## config.mk

```make
export PLATFORM = sky130hd
export DESIGN_NAME = chc_queue
export DESIGN_NICKNAME = d
export VERILOG_FILES = /design/src/rtl/chc_pkg.sv /design/src/rtl/chc_queue.sv
export SDC_FILE = /design/constraint.sdc
export NUM_CORES = 1
export LEC_CHECK = 0
export ABC_AREA = 1
export BUFFER_PORTS_ARGS = -buffer_cell sky130_fd_sc_hd__buf_2
export CORE_MARGIN = 3
export CORE_UTILIZATION = 55
export CTS_CLUSTER_SIZE = 20
export DETAILED_ROUTE_END_ITERATION = 12
export GPL_ROUTABILITY_DRIVEN = 0
export GPL_TIMING_DRIVEN = 0
export PLACE_DENSITY = 0.84
export SYNTH_ARGS = -nofsm -noshare
export SYNTH_HDL_FRONTEND = slang
export SYNTH_SLANG_ARGS = --single-unit
```

## constraint.sdc

```tcl
create_clock -name clk -period 6.51 [get_ports clk]
set_clock_uncertainty 0.1 [all_clocks]
set_input_delay 0.651 -clock clk [delete_from_list [all_inputs] [get_ports clk]]
set_output_delay 0.651 -clock clk [all_outputs]
set_load 0.02 [all_outputs]
```

## src/rtl/chc_pkg.sv

```systemverilog
// Shared types, constants and the arctangent table of the compass heading core.
package chc_pkg;

	localparam int SMP_W      = 16;
	localparam int DIFF_W     = SMP_W + 1;
	localparam int DECL_W     = 9;
	localparam int HEAD_W     = 10;
	localparam int CFG_IDX_W  = 1;
	localparam int CFG_DATA_W = 16;
	localparam int XY_W       = 20;
	localparam int ANG_W      = 26;
	localparam int DEG_W      = 9;
	localparam int SUM_W      = 11;
	localparam int TAB_AW     = 5;
	localparam int QUEUE_DEPTH = 2;

	localparam logic [CFG_IDX_W-1:0] REG_SPAN_THRESHOLD = 1'd0;
	localparam logic [CFG_IDX_W-1:0] REG_DECLINATION    = 1'd1;

	localparam logic KIND_HEADING = 1'b0;
	localparam logic KIND_REPORT  = 1'b1;

	localparam logic signed [ANG_W-1:0] ANG_0   = ANG_W'(0);
	localparam logic signed [ANG_W-1:0] ANG_90  = ANG_W'(90 * 65536);
	localparam logic signed [ANG_W-1:0] ANG_180 = ANG_W'(180 * 65536);
	localparam logic signed [ANG_W-1:0] ANG_270 = ANG_W'(270 * 65536);
	localparam logic signed [ANG_W-1:0] ANG_360 = ANG_W'(360 * 65536);
	localparam logic signed [SUM_W-1:0] DEG_360 = SUM_W'(360);

	typedef struct packed {
		logic signed [SMP_W-1:0] x;
		logic signed [SMP_W-1:0] y;
		logic signed [SMP_W-1:0] z;
	} offs_t;

	typedef struct packed {
		logic                     kind;
		logic signed [DIFF_W-1:0] dx;
		logic signed [DIFF_W-1:0] dy;
	} job_t;

	// round(atan(2^-i) in degrees * 65536)
	function automatic logic [ANG_W-2:0] atan_tab(input logic [TAB_AW-1:0] idx);
		logic [ANG_W-2:0] v;
		unique case (idx)
			5'd0:  v = 25'd2949120;
			5'd1:  v = 25'd1740967;
			5'd2:  v = 25'd919879;
			5'd3:  v = 25'd466945;
			5'd4:  v = 25'd234379;
			5'd5:  v = 25'd117304;
			5'd6:  v = 25'd58666;
			5'd7:  v = 25'd29335;
			5'd8:  v = 25'd14668;
			5'd9:  v = 25'd7334;
			5'd10: v = 25'd3667;
			5'd11: v = 25'd1833;
			5'd12: v = 25'd917;
			5'd13: v = 25'd458;
			5'd14: v = 25'd229;
			5'd15: v = 25'd115;
			5'd16: v = 25'd57;
			5'd17: v = 25'd29;
			5'd18: v = 25'd14;
			5'd19: v = 25'd7;
			5'd20: v = 25'd4;
			5'd21: v = 25'd2;
			5'd22: v = 25'd1;
			default: v = 25'd0;
		endcase
		return v;
	endfunction

endpackage

```

## src/rtl/chc_queue.sv

```systemverilog
// Small flop-based job queue between the sample front end and the CORDIC back end.
module chc_queue
	import chc_pkg::*;
(
	input  logic clk,
	input  logic arst_n,
	input  logic push,
	input  job_t push_data,
	output logic full,
	input  logic pop,
	output job_t pop_data,
	output logic empty
);

	localparam int AW = $clog2(QUEUE_DEPTH);

	job_t          mem_q [QUEUE_DEPTH];
	logic [AW-1:0] wr_ptr_q;
	logic [AW-1:0] rd_ptr_q;
	logic [AW:0]   cnt_q;

	assign full     = (cnt_q == (AW+1)'(QUEUE_DEPTH));
	assign empty    = (cnt_q == '0);
	assign pop_data = mem_q[rd_ptr_q];

	always_ff @(posedge clk) begin
		if (push && !full) begin
			mem_q[wr_ptr_q] <= push_data;
		end
	end

	always_ff @(posedge clk or negedge arst_n) begin
		if (!arst_n) begin
			wr_ptr_q <= '0;
			rd_ptr_q <= '0;
			cnt_q    <= '0;
		end else begin
			if (push && !full) begin
				wr_ptr_q <= wr_ptr_q + AW'(1);
			end
			if (pop && !empty) begin
				rd_ptr_q <= rd_ptr_q + AW'(1);
			end
			unique case ({push && !full, pop && !empty})
				2'b10:   cnt_q <= cnt_q + (AW+1)'(1);
				2'b01:   cnt_q <= cnt_q - (AW+1)'(1);
				default: cnt_q <= cnt_q;
			endcase
		end
	end

	a_no_overflow: assert property (@(posedge clk) disable iff (!arst_n)
		cnt_q <= (AW+1)'(QUEUE_DEPTH))
		else $error("job queue holds more entries than its depth");

endmodule

```

Word-level counts from Yosys, hierarchy flattened
Memory sizes are Yosys's and may differ from the RTL's.
Cells that the tools add are included.
{"block": "totals", "ff_bits": 4, "latchBits": 0, "ramBits": 70, "mem_bits_ro": 0, "inputBits": 39, "word_cells": 20, "mem_count": 1}
{"memory": "mem_q", "words": 2, "width": 35, "rd": 1, "rd_ports_with_merged_regs": 0, "wr": 1, "line": "chc_queue.sv:17", "text": "job_t mem_q [QUEUE_DEPTH];"}
{"block": "classes", "add_sub_neg": 4, "n_mul": 0, "n_div": 0, "order_cmp": 0, "n_eq_ne": 3, "shifts": 0, "muxes": 3, "bitwise_logic": 0, "n_reduce_logical": 6}
{"operator": "2-bit == test (second input constant)", "n": 2}
{"operator": "2-bit one-hot mux with 2 select lines", "n": 1}
{"operator": "1-bit adder (second input constant)", "n": 2}
{"operator": "2-bit by 1-bit adder with 2-bit output (second input constant)", "n": 1}
{"operator": "2-bit by 1-bit == test with 1-bit output (second input constant)", "n": 1}
{"operator": "1-bit logical AND", "n": 2}
{"operator": "1-bit logical NOT", "n": 2}
{"operator": "2-bit logical NOT", "n": 1}
{"operator": "1-bit 2-to-1 mux", "n": 2}
{"operator": "2-bit nonzero test", "n": 1}
{"operator": "2-bit by 1-bit subtractor with 2-bit output (second input constant)", "n": 1}

Longest topological paths before layout
Gate-level depths: netlist of the first run.
{"block": "depth", "ltp_word": 5, "mapped_depth": 10, "depth_no_buf": 10}

Worst setup path after synthesis of the first run
OpenSTA, ideal clock, no wires.
{"block": "synth_timing", "kind": "input-to-reg", "startpoint": "in push", "endpoint": "mem mem_q[1][0] (netlist name) (enable)", "setup_time_ns": 0.427, "arrival_time_ns": 2.195, "required_time_ns": 5.983, "setup_slack_ns": 3.788, "path_stages": 2, "path_cell_list": "o21ai_2 > nor2_1"}
{"block": "synth_via", "elab_chain_len": 3}
{"element": "start: declaration", "line": "chc_queue.sv:7", "text": "input logic push,"}
{"element": "1-bit logical AND", "line": "chc_queue.sv:27", "text": "if (push && !full) begin"}
{"element": "1-bit 2-to-1 mux", "line": "chc_queue.sv:27"}
{"element": "1-bit 2-to-1 mux (implied by the code)", "line": "chc_queue.sv:28", "text": "mem_q[wr_ptr_q] <= push_data;"}
{"element": "end: declaration", "line": "chc_queue.sv:17"}
Every way passes these cells.

==> impl_summary.md, run 1 <==
Cells and area
The final layout net count is ~340. The number of standard cells in the final layout excluding fillers is around 380. The post-layout utilization of the core is 0.7421.

Compared with the post-synthesis result, the final layout area differs by 27.20%. The layout has 334 filler cells. The count of inserted antenna diode cells is 0.

In the final layout, the share of cells above drive strength 1 is 0.3495.

Setup path
The data required time of the worst path is between 5000 and 6000 ps. The slowest stage of the critical path is the dfrtp_1 cell. The buffers plus inverters on the worst setup path is 4.

Traced cell by cell, the critical path runs through buf_6 > inv_6 > buf_6 > nand2_1 > nand2_1 > buf_2. The critical path arrival is ~1400 ps. Along the worst path, the maximum fanout reaches 10.

The startpoint kind of the worst setup timing path is a flop. The worst setup path is captured at an output pin. The worst setup path category is reg -> out. The largest single stage delay on the critical path is ~370 ps.

The cell class contributing the biggest share of worst-path delay is buffers and inverters.

Logic synthesis
The xor/xnor share of the synthesized area is 0.003117. The number of different library cells used by synthesis comes to 16. The average size of a mapped cell is around 13 µm². The synthesized flop and latch total is 74. During synthesis, Yosys emitted a total of 0 warnings. The adder-cell share of the synthesized area is 0.004452. The area fraction in compound gates after synthesis is 0.003117. The synthesized net count is approximately 260.

The sequential cell area fraction in the yosys report is 0.7836. The netlist area before placement is around 0.0028 mm². The portion of synthesized area spent on multiplexers is 0.

The post-synthesis instance total is between 200 and 250. The post-synthesis simple-gate area fraction is 0.1665. After synthesis, the largest family of logic cells by area is simple AND/OR/NAND/NOR gates.

Run status
The run finished with clean final reports.

Clock network
The tree is rooted in a clkbuf_8. The number of sinks on the clock net is 74. The number of buffers between clock root and the deepest sink is 2. TritonCTS created 9 clock buffers. The later pin in the worst-skew pair is clocked with a latency of roughly 340 ps.

Once the clock tree was built, the resizer swapped 0 gates to a different size. The number of H-tree levels is 3. The clock slew seen by the registers of the worst setup and hold paths is ~80 ps. Buffers inserted to repair hold after CTS numbered 1. Buffers added to address setup during post-CTS repair amount to 0. The TritonCTS clock tree is done.

STA
The number of slew-limit violations in the final report is 0. Setup repair after global routing left no endpoint under its margin. The final clock period utilization by the worst path is 0.3271. The final number of setup-violating endpoints is 0. Headroom to the max-slew limit came out at 0.5228. In the final timing run, aggregate negative setup slack is 0 ps.

The worst path needs 2130 ps of the cycle, external delays included. The count of final hold-check violations was 0. The transition time at the pin with the least slew margin is 711.5 ps.

Static timing analysis puts the maximum clock frequency at roughly 470 MHz.

Drt
In this run the remaining antenna-violating nets after routing total 0. The detailed-router iteration count before antenna repair is 4. The DRC marker count from the first detailed-route iteration is 69.

The total via count in the routed design is between 1,500 and 2,000. The routed design has just under 5000 µm of wire. In the routed design, unresolved DRC markers number 0.

In the final routed layout, each cell accounts on average for roughly 13 µm. Dividing the detail-routed via count by the number of cells gives between 4 and 5.

Floorplanning
From bottom edge to top edge, the die measures a little under 80 µm. The number of top-level pins is 76. The floorplan has 25 rows. The die covers roughly 0.006 mm². After floorplanning, the core was sized to cover ~0.0048 mm². The floorplan step set the die width to between 70 and 80 µm. For this configuration, the core starts out at a cell density of 0.5834.

Place
The count of port buffers added during placement is 75. The cell count after placement is 358. The detailed placement HPWL is 3255 µm.

Flow run
Across the run, the number of max-cap violations was 0.

GRT
The total global routing overflow is 0. The global-route total usage across every layer is 0.1752. The first global-routing pass estimated about 8000 µm of wire. The initial antenna violation count is 0. The via count of the first global-routing pass came to between 1,500 and 2,000.

The maximum number of pins on one net before global-route repair is 36.

Pwr
The power density over the cells is around 490 mW/mm². VDD sags by at most ~0.26 mV. The analysis attributes to cell leakage a power of approximately 1.6 nW.

Worst hold path
The tightest min-delay check is of the in -> reg type.
==> power by group <==
part / switching, mW / leakage (nW) / total (mW) / internal, mW
registers: 0.0327 / 0.699 / 0.683 / 0.651
clock network: 0.160 / 0.120 / 0.413 / 0.253
logic: 0.435 / 0.776 / 0.654 / 0.219
==> cell usage in the layout (no fill, tap or decap), drive strengths merged <==
master	n
dfrtp	4
xnor2	1
buf	84
nor2	2
dlygate4sd3	1
nand4	1
o21ai	1
edfxtp	70
nand3	3
clkbuf	10
nand2	115
clkinv	4
inv	9
ha	1
bufinv	3
==> logic make-up after synthesis <==
group           Yosys count
compound gates            1
xor+xnor                  1
fa+ha+maj                 1
buf+inv                  17
flops                    74
simple gates            121
==> cell usage after synthesis <==
master	instances	area (µm²)
o21ai_2	1	8.760
dfrtp_1	4	100.1
buf_6	4	45.04
inv_1	6	22.52
edfxtp_1	70	2102
xnor2_1	1	8.760
ha_1	1	12.51
nor2_1	1	3.750
nor2_2	1	6.260
nand2_2	2	12.51
buf_4	3	22.52
nand3_1	3	15.01
inv_6	1	8.760
inv_2	3	11.26
nand2_1	113	424.2
nand4_1	1	6.260
==> final timing paths <==
| check | startpoint | end | slack, ps | depth (start not counted) |
|---|---|---|---|---|
| min reg2reg | cnt_q[1] | cnt_q[1] | 420 | 2 |
| max | rd_ptr_q | pop_data[12] | 4380 | 6 |
| max reg2reg | cnt_q[0] | mem_q[0][27] | 4450 | 5 |
| max in group asynchronous | arst_n | wr_ptr_q | 5650 | 2 |
| min in group asynchronous | arst_n | cnt_q[0] | 530 | 2 |
| min | push_data[15] | mem_q[1][15] | 390 | 1 |
==> worst register-to-register path, delay by kind of cell (launching register included) <==
family | cells | cell delay, ps
buf+inv | 3 | 1010
flops | 1 | 460
simple gates | 2 | 240
==> final cells by class <==
| class | count | area, µm² | share of cell area |
|---|---|---|---|
| tap | 67 | 83.83 | 0.02345 |
| timing repair buffer | 78 | 440.4 | 0.1232 |
| multi-input combinational | 124 | 505.5 | 0.1414 |
| clock inverter | 6 | 105.1 | 0.02940 |
| buffer | 7 | 67.56 | 0.01890 |
| sequential | 74 | 2202 | 0.6160 |
| inverter | 10 | 42.54 | 0.01190 |
| clock buffer | 10 | 127.6 | 0.03570 |
==> flip-flops by register name, summed over array words and instances, names as in the netlist <==
name      cells
rd_ptr_q      1
cnt_q         2
mem_q        70
wr_ptr_q      1
==> layer usage <==
layer / vias up / share of wire / global-route usage
met2: 55 / 0.53 / 0.3083
met5: - / 0 / 0
met1: 801 / 0.39 / 0.1886
li1: 900 / - / -
met4: 0 / 0.016 / 0.08719
met3: 8 / 0.066 / 0.05684
==> per-stage QoR <==
| stage | instance area (µm²) | worst slack (ps) | power, mW | hold WS (ps) |
|---|---|---|---|---|
| detailed placement | 3304 | 4132 | 1.343 | 365.3 |
| CTS | 3547 | 4303 | 1.755 | 383.1 |
| finish | 3575 | 4380 | 1.751 | 393.2 |
| floorplan | 2810 | 3788 | 1.124 | 255.4 |
| global route | 3575 | 4285 | 1.849 | 379.1 |
| global placement | 3269 | 3000 | 1.312 | 361.8 |
Power figures use the tool's default switching activity.
==> inputs of run 2 (changes only) <==
CORE_UTILIZATION = 46   (was 55)
PLACE_DENSITY = 0.75   (was 0.84)
clock period = 1.79 ns   (was 6.51 ns; I/O delays follow)
==> run 2 against run 1 <==
Register-to-register slack worse by 4300 ps; non-clock buffer count grew 35; combinational power rose to 3.8 times the previous value; clock power rose to 3.1 times the previous value; sequential power increased to 3.6 times the previous value; worst setup slack worse by 4200 ps; critical path depth unchanged; worst hold slack lost 370 ps; via count increased by 9.4%; first-iteration DRC count unchanged; sequential cell count unchanged; critical endpoint is now pop_data[26]; highest routed layer unchanged.
==> impl_summary.md, run 2 (synthesis results as in run 1) <==
STA
The number of slew-limit violations in the final report is 0 (unchanged). The count of final hold-check violations is 0 (unchanged). The final number of setup-violating endpoints is 0 (unchanged).

The post-route minimum period is 1648 ps. The headroom to the max-slew limit is 0.6308 (+0.1080). Dividing the final minimum period by the clock period gives 0.9204. The top achievable clock speed is between 600 and 700 MHz.

The transition time at the pin with the least slew margin is 552.5 ps (-159.0 ps). Setup repair after global routing left no endpoint under its margin.

GRT
The total global routing overflow is 0 (unchanged). The initial antenna violation count was 0 (unchanged). The maximum number of pins on one net before global-route repair is 19 (-47%).

The via count of the first global-routing pass is 1,977 (+9.3%). The wire length of the first global-routing pass is 8976 µm (+13%). The global-route total usage across every layer is 0.1663 (-0.008885).

Setup path
The worst setup path is launched from a flop. The data required time of the worst path is 1510 ps (-4250 ps). The endpoint class of the critical path is an output pin. The worst setup path category is reg -> out. In this run the worst setup path terminates at pop_data[26]. The worst register-to-register path begins at cnt_q[0].

The worst-case reg-to-reg path depth is 4 (-1). The register-to-register path setup slack is 170 ps (-4280 ps). The worst-path maximum fanout is 10 (unchanged).

The critical path starts at rd_ptr_q. The critical path arrival came to 1370 ps (about the same). The critical register-to-register path endpoint is mem_q[0][2].

Cells and area
The final layout net count is 381 (+11%). The most frequent standard cell in the layout excluding fill and tap cells is nand2_1. The total of fill cells in the finished design is 398 (+19%). The number of standard cells in the final layout excluding fillers is 418 (+11%).

The ratio of cells with drive above 1 in the final layout is 0.3179 (-0.03160). The area growth from synthesis to final layout is 39.14%. Counting flops per register, the top entry is mem_q. The count of inserted antenna diode cells is 0 (unchanged).

In the final layout, the registers with the most flip-flops are mem_q: 70 flops, cnt_q: 2 flops. In the layout the commonest cells are 113 x nand2_1, 75 x buf_2, 70 x edfxtp_1. The flip-flop count of the largest register, all copies and words added is 70 (unchanged).

Floorplanning
The horizontal extent of the die is 84.16 µm (+8.6%). The starting utilization of the core area is 0.4922 (-0.09116). The floorplan die area is 0.007083 mm² (+18%). The number of placement rows was 27 (+8.0%). The vertical extent of the die came to 84.16 µm (+8.6%). The placeable core region is 0.005709 mm² (+19%). The number of top-level pins is 76 (unchanged).

Worst hold path
The classification of the worst-slack hold path is in -> reg.

Pwr
The cell leakage power is 1.718 nW (+7.7%). The power density over the cells is 1597 mW/mm² (+230%). The total power of the final layout is 6.243 mW (+260%). The maximum VDD drop is 0.7651 mV (+190%).

Clock network
TritonCTS built the clock tree. The insertion delay of the later-clocked pin in the worst-skew pair was 320 ps (-20 ps). The clock slew seen by the registers of the worst setup and hold paths is 70 ps (about the same). The number of sinks on the clock net came to 74 (unchanged). The number of buffers between clock root and the deepest sink is 2 (unchanged). The cell chosen for the clock root is clkbuf_8.

The number of buffers created by CTS is 9 (unchanged). The number of H-tree levels is 3 (unchanged).

Place
The detailed placement HPWL is 3270 µm (+0.46%). The cell count after placement is 362 (+1.1%). The count of port buffers added during placement is 75 (unchanged).

Drt
The total via count in the routed design came to 1,929 (+9.4%). The routed wire length is 5396 µm (+8.5%). The post-route antenna net violation count was 0 (unchanged). The routed wire length per instance is 12.91 µm (-2.4%). The DRC violation count after routing is 0 (unchanged).

The DRC marker count from the first detailed-route iteration is 69 (unchanged). The detail-routed via count per cell is 4.615 (-1.6%). The detailed-router iteration count before antenna repair came to 4 (unchanged).

Run status
The flow ran to the end, and the final reports show no timing, DRC or antenna violations.

Flow run
The max-capacitance violation count was 0 (unchanged).
==> run 2: cell types whose count changed in the layout (fill, tap and decap cells not counted), moves of 2 or more <==
cell           previous run  this run
dlygate4sd3_1             1        36
clkbuf_8                  9        12
clkinv_2                  3         0
clkinvlp_4                0         2
bufinv_16                 3         1
nor2_4                    1         3
buf_16                    2         0
==> run 2: how the worst min path moves through the flow <==
stage                      start  slack, ps  cells after the start        to
final                        pop         20                      3  rd_ptr_q
after global routing         pop         20                      3  rd_ptr_q
after CTS                    pop         10                      3  rd_ptr_q
after detailed placement  arst_n       -110                      1  cnt_q[0]
after global placement    arst_n       -110                      1  cnt_q[0]
after floorplan           arst_n       -220                      0  cnt_q[0]
==> run 2: stage by stage <==
step | setup slack [ps] | hold slack [ps] | area (µm²) | util | setup TNS (ps)
floorplan | 17.68 | -216.6 | 2826 | - | 0
global placement | -205.2 | -110.9 | 3292 | 0.5766 | -11520
detailed placement | -214.5 | -108.0 | 3292 | 0.5766 | -12100
CTS | 128.4 | 14.18 | 3910 | 0.6849 | 0
global route | 33.71 | 22.20 | 3910 | 0.6849 | 0
finish | 142.4 | 20.84 | 3910 | 0.6849 | 0
==> run 2: what timing repair did <==
action | CTS | global route
hold endpoints to repair | 74 | 0
buffers inserted | 2 | 0
hold buffers | 36 | 0
gates resized for setup | 3 | 0
setup endpoints to repair | 70 | 0
==> run 2: layout make-up <==
class / instances / area (µm²) / share of cell area
Timing Repair Buffer: 113 / 763.2 / 0.1952
Timing Repair inverter: 1 / 7.507 / 0.001920
Clock buffer: 14 / 172.7 / 0.04416
Clock inverter: 2 / 33.78 / 0.008640
Buffer: 7 / 67.56 / 0.01728
Tap cell: 72 / 90.09 / 0.02304
Sequential cell: 74 / 2202 / 0.5632
Multi-Input combinational cell: 125 / 526.8 / 0.1347
Inverter: 10 / 46.29 / 0.01184
==> run 2: per-layer routing <==
metal | track usage | up-vias | wire length (µm)
li1 | - | 967 | -
met1 | 0.1880 | 904 | 2172
met2 | 0.3020 | 52 | 2911
met3 | 0.03631 | 6 | 239
met4 | 0.07018 | 0 | 73
met5 | 0 | - | 0
==> run 2: worst max-delay path, stage by stage (launching register included) <==
cell,delay (ps)
dfrtp_1,370
buf_6,150
inv_6,90
buf_6,140
nand2_1,60
nand2_1,70
buf_2,170
==> run 2: where the power goes <==
part | total, mW | switching (mW) | internal (mW)
logic | 2.47 | 1.65 | 0.825
registers | 2.49 | 0.120 | 2.37
clock network | 1.28 | 0.529 | 0.756
total | 6.24 | 2.29 | 3.95
==> inputs of run 3 (changes only) <==
RECOVER_POWER = 50   (was not set)
==> run 3 against run 2 <==
Total power shrank 1.2%; sequential power about the same; critical path depth stayed put; die area stayed put; largest cell class unchanged.
==> impl_summary.md, run 3 (synthesis results as in run 1) <==
Setup path
The critical path arrival came to 1540 ps (+170 ps). The worst-path maximum fanout was 14 (+4). The most critical setup path has its startpoint at cnt_q[1].

The delay of the slowest cell on the worst path is 400 ps (+30 ps). STA classifies the critical path endpoint as a flop. The buffers plus inverters on the worst setup path is 4 (unchanged). The startpoint kind of the worst setup timing path is a flop.

Grouping stages by cell kind, the critical path spends the most delay in buffers and inverters. The critical path goes through inv_2 > nor2_1 > inv_1 > nand3_2 > clkinvlp_2 > clkbuf_2. In this run the critical register-to-register path is launched from cnt_q[1]. For this design, the slowest cell found on the critical path is dfrtp_1.

The data required time of the worst path is 1670 ps (+160 ps). The register-to-register path setup slack is 130 ps (-40 ps). The worst setup path category is reg -> reg.

Drt
The detailed-router iteration count before antenna repair is 4 (unchanged). The DRC violation count after routing is 0 (unchanged). The post-route antenna net violation count is 0 (unchanged).

The total via count in the routed design came to 1,909 (-1.0%). The detail-routed via count per cell came to 4.567 (-1.0%). The DRC marker count from the first detailed-route iteration is 82 (+19%). The routed wire length per instance came to 12.87 µm (-0.32%). The routed wire length is 5379 µm (-0.32%).

Floorplanning
The number of placement rows is 27 (unchanged). The vertical extent of the die is 84.16 µm (unchanged). The placeable core region is 0.005709 mm² (unchanged). The starting utilization of the core area is 0.4922 (unchanged). The floorplan die area came to 0.007083 mm² (unchanged). The horizontal extent of the die is 84.16 µm (unchanged).

The number of top-level pins is 76 (unchanged).

Pwr
The power density over the cells came to 1602 mW/mm² (+0.34%). The maximum VDD drop is 0.7668 mV (+0.22%). The cell leakage power came to 1.638 nW (-4.7%).

GRT
The wire length of the first global-routing pass is 8976 µm (unchanged). The maximum number of pins on one net before global-route repair was 19 (unchanged). The total global routing overflow is 0 (unchanged). The via count of the first global-routing pass came to 1,977 (unchanged). The initial antenna violation count is 0 (unchanged). The global-route total usage across every layer is 0.1663 (unchanged).

Clock network
The number of buffers created by CTS was 9 (unchanged). The insertion delay of the later-clocked pin in the worst-skew pair is 320 ps (about the same). The number of H-tree levels is 3 (unchanged). The number of buffers between clock root and the deepest sink was 2 (unchanged). The clock slew seen by the registers of the worst setup and hold paths came to 70 ps (about the same). The cell chosen for the clock root is clkbuf_8. The TritonCTS clock tree is done. The number of sinks on the clock net came to 74 (unchanged).

Place
The setup slack after placement is -214.5 ps (unchanged). The detailed placement HPWL is 3270 µm (unchanged). The count of port buffers added during placement is 75 (unchanged). The cell count after placement is 362 (unchanged). The cell area after placement was 0.003292 mm² (unchanged).

STA
The final critical-path setup slack came to 129.3 ps (-13.12 ps). The number of slew-limit violations in the final report is 0 (unchanged). The post-route minimum period came to 1661 ps (+13.12 ps). Setup repair after global routing left no endpoint under its margin. The count of final hold-check violations is 0 (unchanged). The top achievable clock speed is 602.2 MHz (-0.79%). The final-layout setup total negative slack is 0 ps (unchanged). The final clock period utilization by the worst path is 0.9278 (+0.007331). The transition time at the pin with the least slew margin came to 551.1 ps (-1.394 ps). The final number of setup-violating endpoints is 0 (unchanged). The headroom to the max-slew limit is 0.6317 (+0.0009320).

Cells and area
The total non-filler cell area in the finished layout came to 0.003849 mm² (-1.6%). The final layout net count is 381 (unchanged). Leaving out fill and tap cells, the most frequent cells in the layout are 113 x nand2_1, 70 x edfxtp_1, 49 x buf_2.

The number of standard cells in the final layout excluding fillers is 418 (unchanged). Relative to the synthesized area, the layout overhead comes to 36.95%. The largest register by flop count is mem_q. The most frequent standard cell in the layout excluding fill and tap cells is nand2_1.

The ratio of cells with drive above 1 in the final layout came to 0.2312 (-0.08671). The largest registers in the layout are mem_q: 70 flops, cnt_q: 2 flops. The flip-flop count of the largest register, all copies and words added is 70 (unchanged). The count of inserted antenna diode cells came to 0 (unchanged).

Run status
The run finished with clean final reports.

Worst hold path
The classification of the worst-slack hold path is in -> reg. The hold path startpoint is pop.

Flow run
The max-capacitance violation count was 0 (unchanged).
## run 3: repair_timing
action | 4_1_cts | 5_1_grt
setup endpoints to repair | 70 | 0
setup buffers | 2 | 0
endpoints found under the hold margin | 74 | 0
gates resized for setup | 3 | 0
hold buffers | 36 | 0
## run 3: worst reg2reg max path, cell delays in order, from the launching register on
cell and delay, ps:
dfrtp_1 400, inv_2 100, nor2_1 70, inv_1 70, nand3_2 110, clkinvlp_2 120
clkbuf_2 350
## run 3: report_power, final
part | internal, mW | switching [mW]
Combinational | 0.775 | 1.63
Sequential | 2.37 | 0.111
Clock | 0.756 | 0.526
## run 3: path summary, 6_finish.rpt
| path | end | cells past startpoint |
|---|---|---|
| setup / recovery | mem_q[0][22] | 6 |
| hold / removal | rd_ptr_q | 3 |
| setup reg to reg | mem_q[0][22] | 6 |
| hold reg to reg | wr_ptr_q | 2 |
| max in group asynchronous | rd_ptr_q | 2 |
| min in group asynchronous | cnt_q[1] | 2 |
## run 3: area by class of cell
type / instances / area [µm²]
plain buffers: 7 / 67.56
clock buffers: 14 / 172.7
clock inverters: 2 / 33.78
fillers: 422 / 1861
inverters: 10 / 46.29
multi-input cells: 125 / 519.2
flip-flops and latches: 74 / 2202
well taps: 72 / 90.09
repair buffers: 113 / 711.9
repair inverters: 1 / 5.005
## run 3: metrics by stage
step | util | hold WS [ps] | power (mW)
after detailed placement | 0.5766 | -108.0 | 4.875
final | 0.6741 | 25.02 | 6.166
after CTS | 0.6849 | 14.18 | 6.318
after global routing | 0.6741 | 22.22 | 6.597
after floorplan | - | -216.6 | 4.109
after global placement | 0.5766 | -110.9 | 4.814
## run 3: routing by layer
metal  routed length [µm]  vias to the layer above  global-route usage  part of all wire
li1                     -                      966                   -                 -
met1                 2138                      891              0.1880              0.40
met2                 2933                       48              0.3020              0.55
met3                  252                        4             0.03631             0.047
met4                   55                        0             0.07018             0.010
met5                    0                        -                   0                 0
